**src/sv/assert_macros.svh**
```systemverilog
// assertion macros shared by the rtl
`ifndef ASSERT_MACROS_SVH
`define ASSERT_MACROS_SVH
`ifndef NO_ASSERTIONS
`define ASSERT_IMPL(label, clk, rst_n, prop) \
    label: assert property (@(posedge clk) disable iff (!rst_n) (prop)) \
        else $error("assertion failed");
`define ASSERT_NEVER(label, clk, rst_n, cond) \
    label: assert property (@(posedge clk) disable iff (!rst_n) !(cond)) \
        else $error("forbidden condition");
`else
`define ASSERT_IMPL(label, clk, rst_n, prop)
`define ASSERT_NEVER(label, clk, rst_n, cond)
`endif
`endif

```
**src/sv/ttia_pkg.sv**
```systemverilog
// types and constants of the typed tagged integer alu
package ttia_pkg;
    localparam int unsigned WORD_WIDTH = 32;
    localparam int unsigned OUT_WIDTH  = 32;

    typedef enum logic [2:0] {
        K_AND = 3'd0, K_OR = 3'd1, K_XOR = 3'd2, K_MUL = 3'd3,
        K_DIV = 3'd4, K_MOD = 3'd5, K_ADD = 3'd6, K_SUB = 3'd7
    } t_kind;

    localparam logic [1:0] TAG_U       = 2'd0;
    localparam logic [1:0] TAG_S       = 2'd1;
    localparam logic [1:0] TAG_UNKNOWN = 2'd2;

    typedef struct packed {
        logic       vld;
        logic [2:0] kind;
        logic       ls;
        logic       rs;
        logic       err;
        logic       zero;
        logic       qneg;
        logic       rneg;
        logic [1:0] tag;
    } t_ctl;
endpackage

```
**src/sv/ttia_front.sv**
```systemverilog
// operand decode, bitwise, add, sub and multiply, registered
module ttia_front #(
    parameter int unsigned W = ttia_pkg::WORD_WIDTH
) (
    input  logic            i_clk,
    input  logic            i_rst_n,
    input  logic            i_en,
    input  logic            i_vld,
    input  logic [2:0]      i_kind,
    input  logic [1:0]      i_lhs_type,
    input  logic [W-1:0]    i_a,
    input  logic [1:0]      i_rhs_type,
    input  logic [W-1:0]    i_b,
    output ttia_pkg::t_ctl  o_ctl,
    output logic [W-1:0]    o_dvd,
    output logic [W-1:0]    o_dvs,
    output logic [W-1:0]    o_res
);
    logic ls, rs, any_s, an, bn, sdiv_mode;
    logic [W-1:0] sum, dif, prod, n_res, ma, mb;
    logic [1:0] n_tag;
    ttia_pkg::t_ctl n_ctl, r_ctl;
    logic [W-1:0] r_dvd, r_dvs, r_res;
    logic [2*W-1:0] full;

    always_comb begin
        ls = (i_lhs_type == ttia_pkg::TAG_S);
        rs = (i_rhs_type == ttia_pkg::TAG_S);
        any_s = ls | rs;
        an = i_a[W-1];
        bn = i_b[W-1];
        sum = i_a + i_b;
        dif = i_a - i_b;
        full = i_a * i_b;
        prod = full[W-1:0];
        sdiv_mode = any_s;
        ma = (sdiv_mode && an) ? (~i_a + 1'b1) : i_a;
        mb = (sdiv_mode && bn) ? (~i_b + 1'b1) : i_b;
        n_res = '0;
        n_tag = ttia_pkg::TAG_U;
        case (ttia_pkg::t_kind'(i_kind))
            ttia_pkg::K_AND: n_res = i_a & i_b;
            ttia_pkg::K_OR:  n_res = i_a | i_b;
            ttia_pkg::K_XOR: n_res = i_a ^ i_b;
            ttia_pkg::K_MUL: begin
                n_res = prod;
                if (ls && rs) n_tag = prod[W-1] ? ttia_pkg::TAG_S : ttia_pkg::TAG_U;
                else n_tag = any_s ? ttia_pkg::TAG_S : ttia_pkg::TAG_U;
            end
            ttia_pkg::K_ADD: begin
                n_res = sum;
                if (!any_s) n_tag = ttia_pkg::TAG_U;
                else if (ls && rs) n_tag = {1'b0, sum[W-1]};
                else if (rs) n_tag = (!bn || an) ? ttia_pkg::TAG_U : {1'b0, sum[W-1]};
                else n_tag = (!an || bn) ? ttia_pkg::TAG_U : {1'b0, sum[W-1]};
            end
            ttia_pkg::K_SUB: begin
                n_res = dif;
                if (!any_s) n_tag = (i_a >= i_b) ? ttia_pkg::TAG_U : ttia_pkg::TAG_S;
                else if (ls && rs)
                    n_tag = (!an && i_a != '0 && bn) ? ttia_pkg::TAG_U
                                                     : {1'b0, dif[W-1]};
                else if (rs) n_tag = bn ? ttia_pkg::TAG_U : {1'b0, dif[W-1]};
                else n_tag = bn ? ttia_pkg::TAG_S : {1'b0, dif[W-1]};
            end
            default: begin
                n_res = '0;
                n_tag = ttia_pkg::TAG_U;
            end
        endcase
        n_ctl.vld  = i_vld;
        n_ctl.kind = i_kind;
        n_ctl.ls   = ls;
        n_ctl.rs   = rs;
        n_ctl.err  = i_lhs_type[1] | i_rhs_type[1];
        n_ctl.zero = (i_b == '0);
        n_ctl.qneg = sdiv_mode & (an ^ bn);
        n_ctl.rneg = sdiv_mode & an;
        n_ctl.tag  = n_tag;
    end

    always_ff @(posedge i_clk) begin
        if (!i_rst_n) begin
            r_ctl <= '0;
        end else if (i_en) begin
            r_ctl <= n_ctl;
        end
        if (i_en) begin
            r_dvd <= ma;
            r_dvs <= mb;
            r_res <= n_res;
        end
    end

    assign o_ctl = r_ctl;
    assign o_dvd = r_dvd;
    assign o_dvs = r_dvs;
    assign o_res = r_res;
endmodule

```
**config.mk**
```make
export PLATFORM = sky130hd
export DESIGN_NAME = ttia_front
export DESIGN_NICKNAME = d
export VERILOG_FILES = /design/src/sv/assert_macros.svh /design/src/sv/ttia_pkg.sv /design/src/sv/ttia_front.sv
export SDC_FILE = /design/constraint.sdc
export NUM_CORES = 2
export LEC_CHECK = 0
export ABC_AREA = 1
export BUFFER_PORTS_ARGS = -buffer_cell sky130_fd_sc_hd__buf_4
export CAP_MARGIN = 20
export CORE_ASPECT_RATIO = 1.4
export CORE_MARGIN = 10
export CORE_UTILIZATION = 55
export DETAILED_ROUTE_END_ITERATION = 8
export GPL_TIMING_DRIVEN = 0
export PLACE_DENSITY = 0.74
export SLEW_MARGIN = 10
export SYNTH_ARGS = -nofsm -noshare
export SYNTH_HDL_FRONTEND = slang
export SYNTH_SLANG_ARGS = --single-unit
export TNS_END_PERCENT = 5
```
**constraint.sdc**
```tcl
create_clock -name i_clk -period 18.69 [get_ports i_clk]
set_input_delay 2.8035 -clock i_clk [delete_from_list [all_inputs] [get_ports i_clk]]
set_output_delay 2.8035 -clock i_clk [all_outputs]
set_load 0.01 [all_outputs]
```
After elaboration in Yosys (flattened, before gate mapping)
Index checks and enable logic that the tools add are counted.
{"block": "classes", "n_mux": 19, "n_reduce_logical": 12, "bitwise": 10, "addsub": 4, "n_mul": 1, "order_cmp": 1, "n_eq_ne": 7}
{"operator": "$pmux 32 s6", "n": 1}
{"operator": "$add 32x1->32 const B", "n": 2}
{"operator": "$mux 32", "n": 2}
{"operator": "$not 32->32", "n": 2}
{"operator": "$add 32x32->32", "n": 1}
{"operator": "$and 32x32->32", "n": 1}
{"operator": "$ge 32x32->1", "n": 1}
{"operator": "$logic_not 32->1", "n": 1}
{"operator": "$mul 32x32->32", "n": 1}
{"operator": "$or 32x32->32", "n": 1}
{"operator": "$reduce_bool 32->1", "n": 1}
{"operator": "$sub 32x32->32", "n": 1}
{"operator": "$xor 32x32->32", "n": 1}
{"operator": "$mux 1", "n": 15}
{"operator": "$eq 3x2->1 const B", "n": 2}
{"operator": "$eq 3x3->1 const B", "n": 2}
{"operator": "$logic_and 1x1->1", "n": 5}
{"operator": "$eq 2x1->1 const B", "n": 2}
{"operator": "$eq 3x1->1 const B", "n": 1}
{"operator": "$logic_not 3->1", "n": 1}
{"operator": "$pmux 1 s3", "n": 1}
{"operator": "$and 1x1->1", "n": 2}
{"operator": "$logic_not 1->1", "n": 2}
{"operator": "$logic_or 1x1->1", "n": 2}
{"operator": "2 further kinds", "n": 3}
{"block": "word_totals", "ff_bits": 108, "wordCells": 66, "output_inout_bits": 108, "input_bits": 75}

Longest topological paths before layout
{"block": "depth", "ltp_word": 7, "ltp_mapped": 37}

Least setup slack after synthesis
No wires, ideal clock.
{"block": "synth_path", "path_type": "input -> register", "startpoint": "input i_b[6]", "endpoint": "register r_res[29] (netlist: o_res[29]), data pin", "required_time_ps": 18423, "path_buffers": 2, "slack_ps": 9557, "stages": 30, "arrival_time_ps": 8865, "cell_sequence": "clkbuf_1 > clkbuf_1 > nand2_1 > inv_1 > fa_1 > fa_1 > fa_1 > inv_1 > fa_1 > inv_1 > fa_1 > inv_1 > fa_1 > inv_1 > fa_1 > fa_1 > ha_1 > nand2_1 > o21ai_0 > a21oi_1 > inv_1 > nand2_1 > nand2_1 > nand2_1 > inv_2 > nor2_1 > o21ai_0 > a21oi_1 > o21ai_0 > nand4_1"}
{"block": "synth_between", "elab_chain_len": 2, "elab_cells_between_ends": 4}
{"element": "start, declared", "line_no": "ttia_front.sv:13", "text": "input logic [W-1:0] i_b,"}
{"element": "$mul 32x32->32 (tied with other cells)", "line_no": "ttia_front.sv:34", "text": "full = i_a * i_b;"}
{"element": "$pmux 32 s6 (*)", "line_no": "ttia_front.sv:41", "text": "case (ttia_pkg::t_kind'(i_kind))"}
{"element": "net n_res[29]", "line_no": "ttia_front.sv:20", "text": "logic [W-1:0] sum, dif, prod, n_res, ma, mb;"}
{"element": "end signal, assigned", "line_no": "ttia_front.sv:91", "text": "r_res <= n_res;"}
{"element": "end, declared", "line_no": "ttia_front.sv:23", "text": "logic [W-1:0] r_dvd, r_dvs, r_res;"}
The timed path passes the listed nets; every way through them passes the cells marked *.
A chain may end at the register's enable or synchronous reset.

Final worst setup path
{"block": "layout_path", "startpoint": "input i_a[6]", "endpoint": "register r_res[29] (netlist: o_res[29]), data pin"}
{"block": "layout_between", "elab_chain_len": 2, "elab_cells_between_ends": 4}
{"element": "start, declared", "line_no": "ttia_front.sv:11", "text": "input logic [W-1:0] i_a,"}
{"element": "$mul 32x32->32 (tied with other cells)", "line_no": "ttia_front.sv:34"}
{"element": "$pmux 32 s6 (*)", "line_no": "ttia_front.sv:41"}
{"element": "net n_res[29]", "line_no": "ttia_front.sv:20"}
Marks and branches as above.

==> results.yml <==
setup_path:
  r2r.worst_path.cells: 2
  crit_fanout: 10
  cp.required_ps: 18770
  startpoint_type: "input pin"
  timing.rr.start: "o_ctl[9]"
  endpoint_kind: "flop"
  slowest_stage: "clkbuf_1"
  path_class: "input pin to flop"
  cp.arrival_ps: 11120
  max_stage_delay_ps: 960
  r2r-end: "o_ctl[9]"
  crit_path_frequent_cell: "fa_1"
  reg2reg_slack_ps: 17980
route:
  wl_per_cell_um: 27.15
  wl_um: 117500
  drtPass1Iterations: 6
  vias_per_cell: 5.796
  vias: 25090
  drt_iter0_drc: 2608
  ant_nets: 0
  drc: 0
floorplanning:
  io-pin-count: 183
  die-height_um: 278.9
  initial_utilization_pct: 55.82
  dieWidth_um: 204.9
  coreArea_um2: 47160
  dieArea_um2: 57140
  rows: 94
clock_tree:
  cts.sink_count: 107
  clk_path_buf_depth: 2
  clk-insertion-delay-late_ps: 400
  cts_setup_buffers: 0
  ctsRootBufferMaster: "clkbuf_16"
  ctsHoldBuffers: 0
  cts_tree: "built"
  cts-resized-gates: 0
  clkSlewWorstSetupHoldPaths_ps: 90
  htreeDepth: 3
  numCtsBuffers: 9
logic_synthesis:
  yosysTopAreaCellShare_pct: 31.18
  ys_seq_elements: 107
  synth-edff-count: 96
  syn_nets: 4208
  synth_ff_type: "edfxtp_1"
  synth-seq-area-share_pct: 11.79
  yosysMostFrequentCell: "inv_1"
  synthTopCellsByArea: "fa_1 (31%), inv_1 (13%), nand2_1 (12%), edfxtp_1 (11%), ha_1 (11%)"
  avgSynthCellArea_um2: 7.519
  yosysWarnings: 0
  async_flop_share_pct: 0
  netlist_area_um2: 26320
  synth_top_cell_by_area: "fa_1"
  synthCells: 3501
  synth_common_cells: "inv_1 (904), nand2_1 (810), fa_1 (410)"
  synth_cell_types: 68
global_route:
  use_met1_pct: 43.65
  grtUsageMet2_pct: 66.88
  overflow: 0
  antenna_found_initial: 11
  grtUsageTotal_pct: 41.06
  gr-usage-met3_pct: 10.47
  grt_pass1_vias: 25700
  grt_pass1_wl_um: 168200
  grt_busiest_layer: "met2"
  grt_max_degree: 66
timing:
  max_freq_mhz: 90.55
  hold_slack_ps: 489.5
  finClkSkew_ps: 0
  rsz0062_at_grt: "false"
  fin_ws_ps: 7647
  tightest_slew_ps: 1286
  fin_setup_tns_ps: 0
  period_share_pct: 59.09
  setup_viol: 0
  finalCriticalPeriod_ps: 11040
  slew_headroom_pct: 14.26
  hold_violations: 0
  maxSlewViolCount: 0
cells_and_area:
  drive_gt1_share_pct: 8.754
  fin_nets: 4403
  syn2layout_area_growth_pct: 9.563
  final_util_pct: 61.15
status:
  status: "finished, final reports clean"
worst_hold_path:
  holdCritPathClass: "flop to flop"
  hp-start: "o_ctl[0]"
  holdPathStages: 2
  hold_end: "o_ctl[0]"
placed_design:
  dp_slack_ps: 7578
  portBuffers: 181
  place.gp.congestion: 1.118
  hpwl_um: 96110
flow_run:
  cap_violations: 0
[kinds of logic (layout without fill, tap and decap cells)]
| group | count (synthesis) | count (layout) | synth area share (%) |
|---|---|---|---|
| other | 1 | 4 | 0.01425 |
| AOI/OAI and AO/OA | 412 | 412 | 9.116 |
| and+or+nand+nor | 1179 | 1179 | 18.69 |
| DFF | 107 | 107 | 11.79 |
| xor gates and xnor gates | 86 | 86 | 2.861 |
| buffers and inverters | 1084 | 1284 | 15.79 |
| adders and majority gates | 632 | 632 | 41.73 |
[how the worst max path moves through the flow]
stage	slack, ps	from	cells past startpoint	to
5_1_grt	7390	i_a[6]	30	o_res[29]
3_5_place_dp	7580	i_a[6]	23	o_res[28]
6_report	7650	i_a[6]	30	o_res[29]
3_3_place_gp	7590	i_a[6]	23	o_res[28]
4_1_cts	7960	i_a[6]	23	o_res[28]
2_1_floorplan	9560	i_b[6]	30	o_res[29]
[critical path, delay by kind of cell]
family / cells / cell delay (ps)
fa+ha+maj: 9 / 3990
buf+inv: 10 / 2400
compound gates: 5 / 1080
simple gates: 6 / 830
[layout make-up]
| cell class | instances | area [µm²] |
|---|---|---|
| Sequential cell | 107 | 3103 |
| Buffer | 162 | 696.9 |
| Multi-Input combinational cell | 2310 | 19070 |
| Tap cell | 624 | 780.7 |
| Fill cell | 4461 | 18320 |
| Clock buffer | 9 | 225.2 |
| Inverter | 922 | 3461 |
| Clock inverter | 7 | 88.84 |
| Antenna cell | 3 | 7.507 |
| Timing Repair Buffer | 184 | 1413 |
[sequential cells by signal, summed over array words and instances, names as in the netlist]
register,count
o_dvd,32
o_dvs,32
o_res,32
o_ctl,11
[per-stage QoR]
stage | cells | cell area, µm²
after global placement | 4306 | 28460
after CTS | 4325 | 28830
after floorplan | 3501 | 26320
after global routing | 4325 | 28830
final | 4328 | 28840
after detailed placement | 4309 | 28520
[routing by layer]
metal	up-vias	part of all wire [%]
met5	-	0.092
met4	16	11
met3	530	9.9
met2	1476	47
met1	12190	33
li1	10870	-
[cells in the final DEF (no fill, tap or decap), types with 15 or more instances in the layout]
cell type and count:
inv_1 904, nand2_1 810, fa_1 410, ha_1 222
buf_4 186, a21oi_1 172, nor2_1 145, nand3_1 107
o21ai_0 106, edfxtp_1 96, clkbuf_1 92, xor2_1 77
buf_2 43, nand4_1 30, o22ai_1 28, nor3_1 22
buf_1 19, a31oi_1 17, or2_2 17, o21ai_1 15
Power is left out: the tool's default activity adds up to more than one toggle a clock period on the data nets, which glitch-free logic cannot reach.
