<file path="src/sv/assert_macros.svh">
// assertion macros shared by the rtl
`ifndef ASSERT_MACROS_SVH
`define ASSERT_MACROS_SVH
`ifndef NO_ASSERTIONS
`define ASSERT_IMPL(label, clk, rst_n, prop) \
    label: assert property (@(posedge clk) disable iff (!rst_n) (prop)) \
        else $error("assertion failed");
`define ASSERT_NEVER(label, clk, rst_n, cond) \
    label: assert property (@(posedge clk) disable iff (!rst_n) !(cond)) \
        else $error("forbidden condition");
`else
`define ASSERT_IMPL(label, clk, rst_n, prop)
`define ASSERT_NEVER(label, clk, rst_n, cond)
`endif
`endif

</file>
<file path="src/sv/ttia_pkg.sv">
// types and constants of the typed tagged integer alu
package ttia_pkg;
    localparam int unsigned WORD_WIDTH = 32;
    localparam int unsigned OUT_WIDTH  = 32;

    typedef enum logic [2:0] {
        K_AND = 3'd0, K_OR = 3'd1, K_XOR = 3'd2, K_MUL = 3'd3,
        K_DIV = 3'd4, K_MOD = 3'd5, K_ADD = 3'd6, K_SUB = 3'd7
    } t_kind;

    localparam logic [1:0] TAG_U       = 2'd0;
    localparam logic [1:0] TAG_S       = 2'd1;
    localparam logic [1:0] TAG_UNKNOWN = 2'd2;

    typedef struct packed {
        logic       vld;
        logic [2:0] kind;
        logic       ls;
        logic       rs;
        logic       err;
        logic       zero;
        logic       qneg;
        logic       rneg;
        logic [1:0] tag;
    } t_ctl;
endpackage

</file>
<file path="src/sv/ttia_cell.sv">
// one restoring divider step cell, registered
module ttia_cell #(
    parameter int unsigned W = ttia_pkg::WORD_WIDTH,
    parameter int unsigned IDX = 0
) (
    input  logic            i_clk,
    input  logic            i_rst_n,
    input  logic            i_en,
    input  ttia_pkg::t_ctl  i_ctl,
    input  logic [W-1:0]    i_rem,
    input  logic [W-1:0]    i_quo,
    input  logic [W-1:0]    i_dvs,
    input  logic [W-1:0]    i_res,
    output ttia_pkg::t_ctl  o_ctl,
    output logic [W-1:0]    o_rem,
    output logic [W-1:0]    o_quo,
    output logic [W-1:0]    o_dvs,
    output logic [W-1:0]    o_res
);
    logic [W:0]   trial;
    logic [W:0]   diff;
    logic [W-1:0] n_rem, n_quo;
    ttia_pkg::t_ctl r_ctl;
    logic [W-1:0] r_rem, r_quo, r_dvs, r_res;

    always_comb begin
        trial = {i_rem, i_quo[W-1-IDX]};
        diff  = trial - {1'b0, i_dvs};
        n_quo = i_quo;
        if (!diff[W]) begin
            n_rem = diff[W-1:0];
            n_quo[W-1-IDX] = 1'b1;
        end else begin
            n_rem = trial[W-1:0];
            n_quo[W-1-IDX] = 1'b0;
        end
    end

    always_ff @(posedge i_clk) begin
        if (!i_rst_n) begin
            r_ctl <= '0;
        end else if (i_en) begin
            r_ctl <= i_ctl;
        end
        if (i_en) begin
            r_rem <= n_rem;
            r_quo <= n_quo;
            r_dvs <= i_dvs;
            r_res <= i_res;
        end
    end

    assign o_ctl = r_ctl;
    assign o_rem = r_rem;
    assign o_quo = r_quo;
    assign o_dvs = r_dvs;
    assign o_res = r_res;
endmodule

</file>
<file path="config.mk">
export PLATFORM = sky130hd
export DESIGN_NAME = ttia_cell
export DESIGN_NICKNAME = d
export VERILOG_FILES = /design/src/sv/assert_macros.svh /design/src/sv/ttia_pkg.sv /design/src/sv/ttia_cell.sv
export SDC_FILE = /design/constraint.sdc
export NUM_CORES = 1
export LEC_CHECK = 0
export BUFFER_PORTS_ARGS = -buffer_cell sky130_fd_sc_hd__buf_2
export CAP_MARGIN = 20
export CORE_ASPECT_RATIO = 2
export CORE_MARGIN = 5
export CORE_UTILIZATION = 44
export DETAILED_ROUTE_END_ITERATION = 16
export PLACE_DENSITY = 0.77
export SLEW_MARGIN = 10
export SYNTH_ARGS = -nofsm -noshare
export SYNTH_HDL_FRONTEND = slang
export SYNTH_SLANG_ARGS = --single-unit
</file>
<file path="constraint.sdc">
create_clock -name i_clk -period 2.6 [get_ports i_clk]
set_clock_uncertainty 0.15 [all_clocks]
set_input_delay 0.13 -clock i_clk [delete_from_list [all_inputs] [get_ports i_clk]]
set_output_delay 0.13 -clock i_clk [all_outputs]
set_load 0.01 [all_outputs]
</file>
=== Word level (Yosys, flattened, before mapping) ===
Cells that the tools add are included.

* Add/subtract/negate cells: 1
* Multiplexer cells: 2

{| class="wikitable"
|+ Operator list
! cell !! count
|-
| $sub 33x32->33 || 1
|-
| $mux 32 || 1
|-
| $mux 1 || 1
|}

* Flip-flop bits (word level): 140
* Input bits: 143
* Output and inout bits: 140
* Logic and storage cells: 16

=== Logic depth before layout (Yosys ltp) ===
Gate-level depths: netlist of the first run.

* Depth after elaboration: 2
* Depth in mapped cells: 12
* Gate-level depth less buffers: 11

=== Worst setup path before layout of the first run ===
Ideal clock, no wire load.

* Kind: input-to-reg
* Start: in i_quo[31]
* End: reg r_rem[10], in the netlist o_rem[10], data pin
* Library setup time: 0.260 ns
* Arrival: 2.404 ns
* Required time: 2.190 ns
* Path slack: -0.214 ns
* Stages: 12
* Path buffers: 1
* Cell sequence: inv_1 -> ha_1 -> fa_1 -> nand2b_1 -> a21oi_1 -> o211ai_1 -> a21oi_1 -> o31a_2 -> mux2i_1 -> nor2_2 -> buf_6 -> mux2_4

* Longest elaborated chain between the ends: 2

{| class="wikitable"
|+ Ends and longest elaborated chain
! element !! line !! RTL
|-
| start, declared || ttia_cell.sv:11 || <nowiki>input logic [W-1:0] i_quo,</nowiki>
|-
| $sub 33x32->33 || ttia_cell.sv:28 || <nowiki>diff = trial - {1'b0, i_dvs};</nowiki>
|-
| $mux 32 || ttia_cell.sv:30 || <nowiki>if (!diff[W]) begin</nowiki>
|-
| named net n_rem[10] || ttia_cell.sv:22 || <nowiki>logic [W-1:0] n_rem, n_quo;</nowiki>
|-
| end signal, assigned || ttia_cell.sv:46 || <nowiki>r_rem <= n_rem;</nowiki>
|-
| end, declared || ttia_cell.sv:24 || <nowiki>logic [W-1:0] r_rem, r_quo, r_dvs, r_res;</nowiki>
|}

The timed path passes the listed nets, and every way through them passes these cells.
A chain may end at the register's enable or synchronous reset.

=== Worst setup path in the final report of the first run ===
* Start: in i_dvs[4]
* End: reg r_rem[9], in the netlist o_rem[9], data pin

* Longest elaborated chain between the ends: 2

{| class="wikitable"
|+ Ends and longest elaborated chain
! element !! line !! RTL
|-
| start, declared || ttia_cell.sv:12 || <nowiki>input logic [W-1:0] i_dvs,</nowiki>
|-
| $sub 33x32->33 || ttia_cell.sv:28 ||
|-
| $mux 32 || ttia_cell.sv:30 ||
|-
| named net n_rem[9] || ttia_cell.sv:22 ||
|}

The timed path passes the listed nets, and every way through them passes these cells.

==> impl_metrics.ini, run 1 <==
[run]
drv.max_cap_violation_count = 0

[worst_hold_path]
hold-path-endpoint = o_rem[0]
min_from = i_dvs[0]
timing.hold.worst.class = input port to flop
worstHoldPathCells = 3

[routing]
via_count = 6514
drt_pass1_iterations = 5
ant_nets = 0
wl_mm = 26.2
detail_route.iter0.violations = 470
avgRoutedWirePerCell_um = 20.8
routed_via_density = 5.17
route.detailed.drc = 0

[global_routing]
first_global_vias = 7037
grt_overflow = 0
global_route.usage.total_pct = 28.0
grt_antenna_before_repair = 5
wire_length_of_the_first_global_routing_pass_mm = 38.7
largest_net_degree_at_the_start_of_global_routing = 57

[timing]
worstMarginPinSlew_ns = 0.609
post-route-period-util_pct = 98.5
setup_viol = 0
max_freq_mhz = 390
timing.final.hold_violations = 0
timing.max_slew.rel_slack_pct = 59.4
final_max_slew_viol_count = 0
fin_crit_ns = 2.56

[power_and_ir_drop]
power.density_nw_per_um2 = 609
peak_supply_drop_uv = 489
leakagePower_nw = 5.21
fin_total_pwr_mw = 6.86

[setup_path]
timing.critical_path.from_type = input port
critPathArrivalTime_ns = 2.71
worst_setup_ep_type = flop
r2r.worst_path.cells = 3
critical_path.cell_chain = buf_2 -> inv_1 -> ha_1 -> a21oi_1 -> nand2_1 -> buf_4 -> o21a_1 -> o21ai_1 -> a21boi_0 -> or4b_2 -> nand4_1 -> mux2_4
regToRegSetupSlack_ns = 1.14
cp.buffers_inverters = 3
critical_path.reg2reg.endpoint = o_ctl[10]
crit_path_top_delay_cell = sky130_fd_sc_hd__or4b_2
path_delay_family = simple AND/OR/NAND/NOR gates
critical_path_peak_fanout = 5
critical_path_class = input port to flop
timing.critical_path.slowest_cell_delay_ns = 0.67
cp.required_ns = 2.75
rr_startpoint = o_ctl[10]

[cts]
cts-root-to-sink-buffers = 2
cts.root.buffer_cell = sky130_fd_sc_hd__clkbuf_16
tritoncts = done
clkSlewWorstSetupHoldPaths_ns = 0.06
post_cts_buffers = 0
cts_htree_levels = 4
total_clock_sinks = 140
cts_buffers = 17
clkLatencyLatePin_ns = 0.42

[logic_synthesis]
synth-edff-count = 128
yosysUniqueCellTypes = 52
synth.avg_cell_area_um2 = 13.2
synth-main-ff-cell = sky130_fd_sc_hd__edfxtp_1
synth_top_area_share_pct = 56.7
ys.warnings.count = 0
synth.cell_area_um2 = 6780
asyncSetResetFlopFracSynth_pct = 0
synth_cells = 514
synth-seq-cells = 140
synth_area_leader_cell = sky130_fd_sc_hd__edfxtp_1
number_of_nets_in_the_synthesized_netlist = 690
ys_seq_area_share_pct = 60.2
post_synth_main_area_contributors = sky130_fd_sc_hd__edfxtp_1 (57%), sky130_fd_sc_hd__ha_1 (5.9%), sky130_fd_sc_hd__mux2_4 (5.8%), sky130_fd_sc_hd__dfxtp_1 (3.5%), sky130_fd_sc_hd__a21oi_1 (2.7%)

[layout]
most-common-layout-cells = sky130_fd_sc_hd__buf_2 (281), sky130_fd_sc_hd__dlygate4sd3_1 (149), sky130_fd_sc_hd__edfxtp_1 (128)
final_nets = 1219
fillers = 973
utilization_pct = 74.1
layout-drive-gt1-share_pct = 43.2
mostFrequentLayoutCell = sky130_fd_sc_hd__buf_2
area_growth_pct = 66.2

[floorplanning]
floorplan.core_area_um2 = 15200
initial_core_util_pct = 44.6
die_height_um = 186
rows = 64
dieWidth_um = 97.8
i_o_pin_count = 283
dieArea_um2 = 18100

[place]
final_weighted_congestion_in_routability_driven_placement = 0.905
port_buffers = 282
detailedPlacementHpwl_mm = 15.9

[status]
status = completed
-- per-layer routing --
layer  share of wire [%]  track usage, %  vias to the layer above
met5                   0               0                        -
met4                 5.2            15.7                        0
met3                 6.5            6.98                       91
met2                  56            53.8                      372
met1                  32            26.6                     3086
li1                    -               -                     2965
-- metrics by stage --
step           hold WS [ns]  setup TNS (ns)  instances  area [um2]  worst slack, ns
3_5_place_dp          0.158          -11.13       1073        9190           -0.365
3_3_place_gp          0.156           -9.88       1073        9190           -0.319
5_1_grt              0.0217          -0.321       1259       11300          -0.0315
6_report             0.0255               0       1259       11300           0.0377
4_1_cts              0.0101               0       1254       11200           0.0811
2_1_floorplan        0.0789          -0.541        514        6880          -0.0230
-- cell type report --
cell class              count  area (um2)  share of cell area (%)
diodes                      5        12.5                   0.111
clock inverters            13         118                    1.04
repair buffers            525        3640                    32.3
multi-input cells         321        2580                    22.9
well taps                 198         248                    2.20
inverters                  38         158                    1.40
flip-flops and latches    140        4080                    36.2
clock buffers              19         433                    3.84
-- worst reg2reg max path: stages (launching register included) --
cell and delay [ns]:
sky130_fd_sc_hd__dfxtp_1 0.31, sky130_fd_sc_hd__mux2i_1 0.21, sky130_fd_sc_hd__nor2b_1 0.10, sky130_fd_sc_hd__dlygate4sd3_1 0.58
-- how the worst max path moves through the flow --
stage	cells after the start	end	from
finish	12	o_rem[9]	i_dvs[4]
global route	13	o_rem[6]	i_quo[31]
CTS	13	o_rem[20]	i_quo[31]
detailed placement	13	o_rem[30]	i_quo[31]
global placement	13	o_rem[21]	i_quo[31]
floorplan	12	o_rem[10]	i_quo[31]
-- kinds of logic after synthesis --
| family | count (synthesis) | synth area share [%] |
|---|---|---|
| flip-flops | 140 | 60.2 |
| AND/OR/NAND/NOR | 113 | 8.53 |
| AO/OA/AOI/OAI | 107 | 10.1 |
| buffers and inverters | 53 | 3.32 |
| multiplexers | 45 | 8.62 |
| adder cells (fa/ha/maj) | 33 | 6.20 |
| XOR/XNOR | 23 | 2.97 |
-- registers in the layout, summed over array words and instances (netlist names) --
name / flops
o_dvs: 32
o_quo: 32
o_rem: 32
o_res: 32
o_ctl: 12
-- Yosys cell counts, drive strengths merged (2+ instances only) --
library cell  count
and3              3
nand2            30
o211ai            6
nand2b            6
nor2             23
buf               7
a21bo             2
xnor2            12
a21boi            2
a21o             17
ha               32
nor4              2
o21bai            6
nor3              4
nand4             7
and2              2
nand3b            3
nand3            10
o21a              4
mux2i            16
o21ai            19
nor2b            17
xor2             11
inv              38
a211oi            4
edfxtp          128
a21oi            37
clkbuf            8
and4              2
dfxtp            12
mux2             29
o31ai             2
-- where the power goes --
group	leakage, nW	switching, mW	internal (mW)
Clock	0.253	1.00	1.32
Combinational	3.61	0.848	0.898
Sequential	1.35	0.0743	2.72
-- timing repair --
item | in CTS | in global routing
resized for setup | 0 | 8
endpoints found under the setup margin | 0 | 29
hold endpoints to repair | 137 | 0
hold buffers | 149 | 0
No activity file was read; power rests on OpenSTA's default activity.
==> inputs of run 2 (changes only) <==
--- a/config.mk
+++ b/config.mk
@@ -10,6 +10,7 @@
 export CORE_ASPECT_RATIO = 2
 export CORE_MARGIN = 5
 export CORE_UTILIZATION = 44
+export CTS_BUF_LIST = sky130_fd_sc_hd__clkbuf_8 sky130_fd_sc_hd__clkbuf_16
 export DETAILED_ROUTE_END_ITERATION = 16
 export PLACE_DENSITY = 0.77
 export SLEW_MARGIN = 10
==> impl_metrics.ini, run 2 (same netlist as run 1, synthesis figures left out) <==
[place]
postPlaceCellArea_um2 = 9190
final_weighted_congestion_in_routability_driven_placement = 0.905
detailedPlacementHpwl_mm = 15.9
post-place-cells = 1073
port_buffers = 282

[routing]
detailroute.wirelength.met2_mm = 14.6
ant_nets = 0
topRoutingLayerUsed = met4
via_count = 6504
detail_route.iter0.violations = 482
routed_via_density = 5.17
route.detailed.drc = 0
drt_pass1_iterations = 5
wl_mm = 26.2
routedLengthMet1_mm = 8.46
met3_wirelength_mm = 1.72
avgRoutedWirePerCell_um = 20.8

[setup_path]
critPathArrivalTime_ns = 2.57
path_delay_family = compound AO/OA/AOI/OAI gates
crit_path_top_delay_cell = sky130_fd_sc_hd__fa_2
rr_startpoint = o_ctl[10]
worst_setup_ep_type = flop
r2r.worst_path.cells = 3
critical_path_peak_fanout = 8
critical_path_class = input port to flop
timing.critical_path.from_type = input port
timing.critical_path.mode_cell = sky130_fd_sc_hd__a21oi_2
cp.buffers_inverters = 3
regToRegSetupSlack_ns = 1.16
cp.required_ns = 2.62
critical_path.cell_chain = buf_2 -> inv_12 -> ha_4 -> fa_2 -> nand2b_4 -> a21oi_2 -> o211ai_1 -> a21oi_2 -> o31a_2 -> mux2i_2 -> nor2_4 -> buf_4 -> mux2_4
timing.critical_path.slowest_cell_delay_ns = 0.37
critical_path.reg2reg.endpoint = o_ctl[10]

[cts]
cts_htree_levels = 4
cts.root.buffer_cell = sky130_fd_sc_hd__clkbuf_16
tritoncts = done
total_clock_sinks = 140
clkLatencyLatePin_ns = 0.42
cts-root-to-sink-buffers = 2
clkSlewWorstSetupHoldPaths_ns = 0.06
cts_buffers = 17
post_cts_buffers = 0

[timing]
final_max_slew_viol_count = 0
timing.max_slew.rel_slack_pct = 59.8
setup-tns-final_ns = 0
setup_viol = 0
worstMarginPinSlew_ns = 0.604
post-route-period-util_pct = 98.4
max_freq_mhz = 391
fin_crit_ns = 2.56
timing.final.hold_violations = 0

[floorplanning]
rows = 64
die_height_um = 186
dieArea_um2 = 18100
i_o_pin_count = 283
floorplan.core_area_um2 = 15200
initial_core_util_pct = 44.6
dieWidth_um = 97.8

[layout]
layout.cell_area.non_filler_um2 = 11300
area_growth_pct = 66.2
mostFrequentLayoutCell = sky130_fd_sc_hd__buf_2
layoutNonFillerInstCount = 1259
final_nets = 1219
layout-drive-gt1-share_pct = 43.2
utilization_pct = 74.1
most-common-layout-cells = sky130_fd_sc_hd__buf_2 (281), sky130_fd_sc_hd__dlygate4sd3_1 (149), sky130_fd_sc_hd__edfxtp_1 (128)

[global_routing]
global_route.usage.total_pct = 28.0
first_global_vias = 7037
grt_antenna_before_repair = 5
largest_net_degree_at_the_start_of_global_routing = 57
grt_overflow = 0
wire_length_of_the_first_global_routing_pass_mm = 38.7

[power_and_ir_drop]
power.density_nw_per_um2 = 608
leakagePower_nw = 5.22
peak_supply_drop_uv = 489

[status]
status = completed

[worst_hold_path]
hold-path-endpoint = o_dvs[27]
timing.hold.worst.class = input port to flop
worstHoldPathCells = 1
min_from = i_en

[run]
drv.max_cap_violation_count = 0
[run 2: timing repair]
action / CTS / global route
hold buffers: 149 / 0
setup endpoints to repair: 0 / 29
hold endpoints to repair: 137 / 0
resized for setup: 0 / 8
[run 2: worst max path at each step]
stage | slack [ns] | end | depth (start not counted) | startpoint
after floorplan | -0.02 | o_rem[10] | 12 | i_quo[31]
after global placement | -0.32 | o_rem[21] | 13 | i_quo[31]
after detailed placement | -0.37 | o_rem[30] | 13 | i_quo[31]
after CTS | 0.08 | o_rem[20] | 13 | i_quo[31]
after global routing | -0.03 | o_rem[6] | 13 | i_quo[31]
final | 0.04 | o_rem[6] | 13 | i_quo[31]
[run 2: worst register-to-register path, stage by stage (launching register included)]
cell and delay, ns:
sky130_fd_sc_hd__dfxtp_1 0.31, sky130_fd_sc_hd__mux2i_1 0.20, sky130_fd_sc_hd__nor2b_1 0.09, sky130_fd_sc_hd__dlygate4sd3_1 0.57
[run 2: cell type report]
class                   count  area, um2
flip-flops and latches    140       4080
fillers                   973       3950
repair buffers            525       3640
multi-input cells         321       2580
clock buffers              17        425
well taps                 198        248
inverters                  38        158
clock inverters            15        125
diodes                      5       12.5
[run 2: per-layer routing]
layer  vias up  track usage, %
li1       2967               -
met3        96            6.98
met2       371            53.8
met1      3070            26.6
met5         -               0
met4         0            15.7
[run 2: power by group]
| part | switching [mW] | total [mW] | internal, mW |
|---|---|---|---|
| clock network | 1.00 | 2.31 | 1.31 |
| registers | 0.0745 | 2.79 | 2.72 |
| logic | 0.848 | 1.75 | 0.897 |
[run 2: stage by stage]
step	setup slack [ns]	hold WS [ns]	total power [mW]
floorplan	-0.0230	0.0789	3.60
global placement	-0.319	0.156	4.26
detailed placement	-0.365	0.158	4.30
CTS	0.0811	0.0101	6.75
global route	-0.0315	0.0217	7.10
finish	0.0424	0.0196	6.85
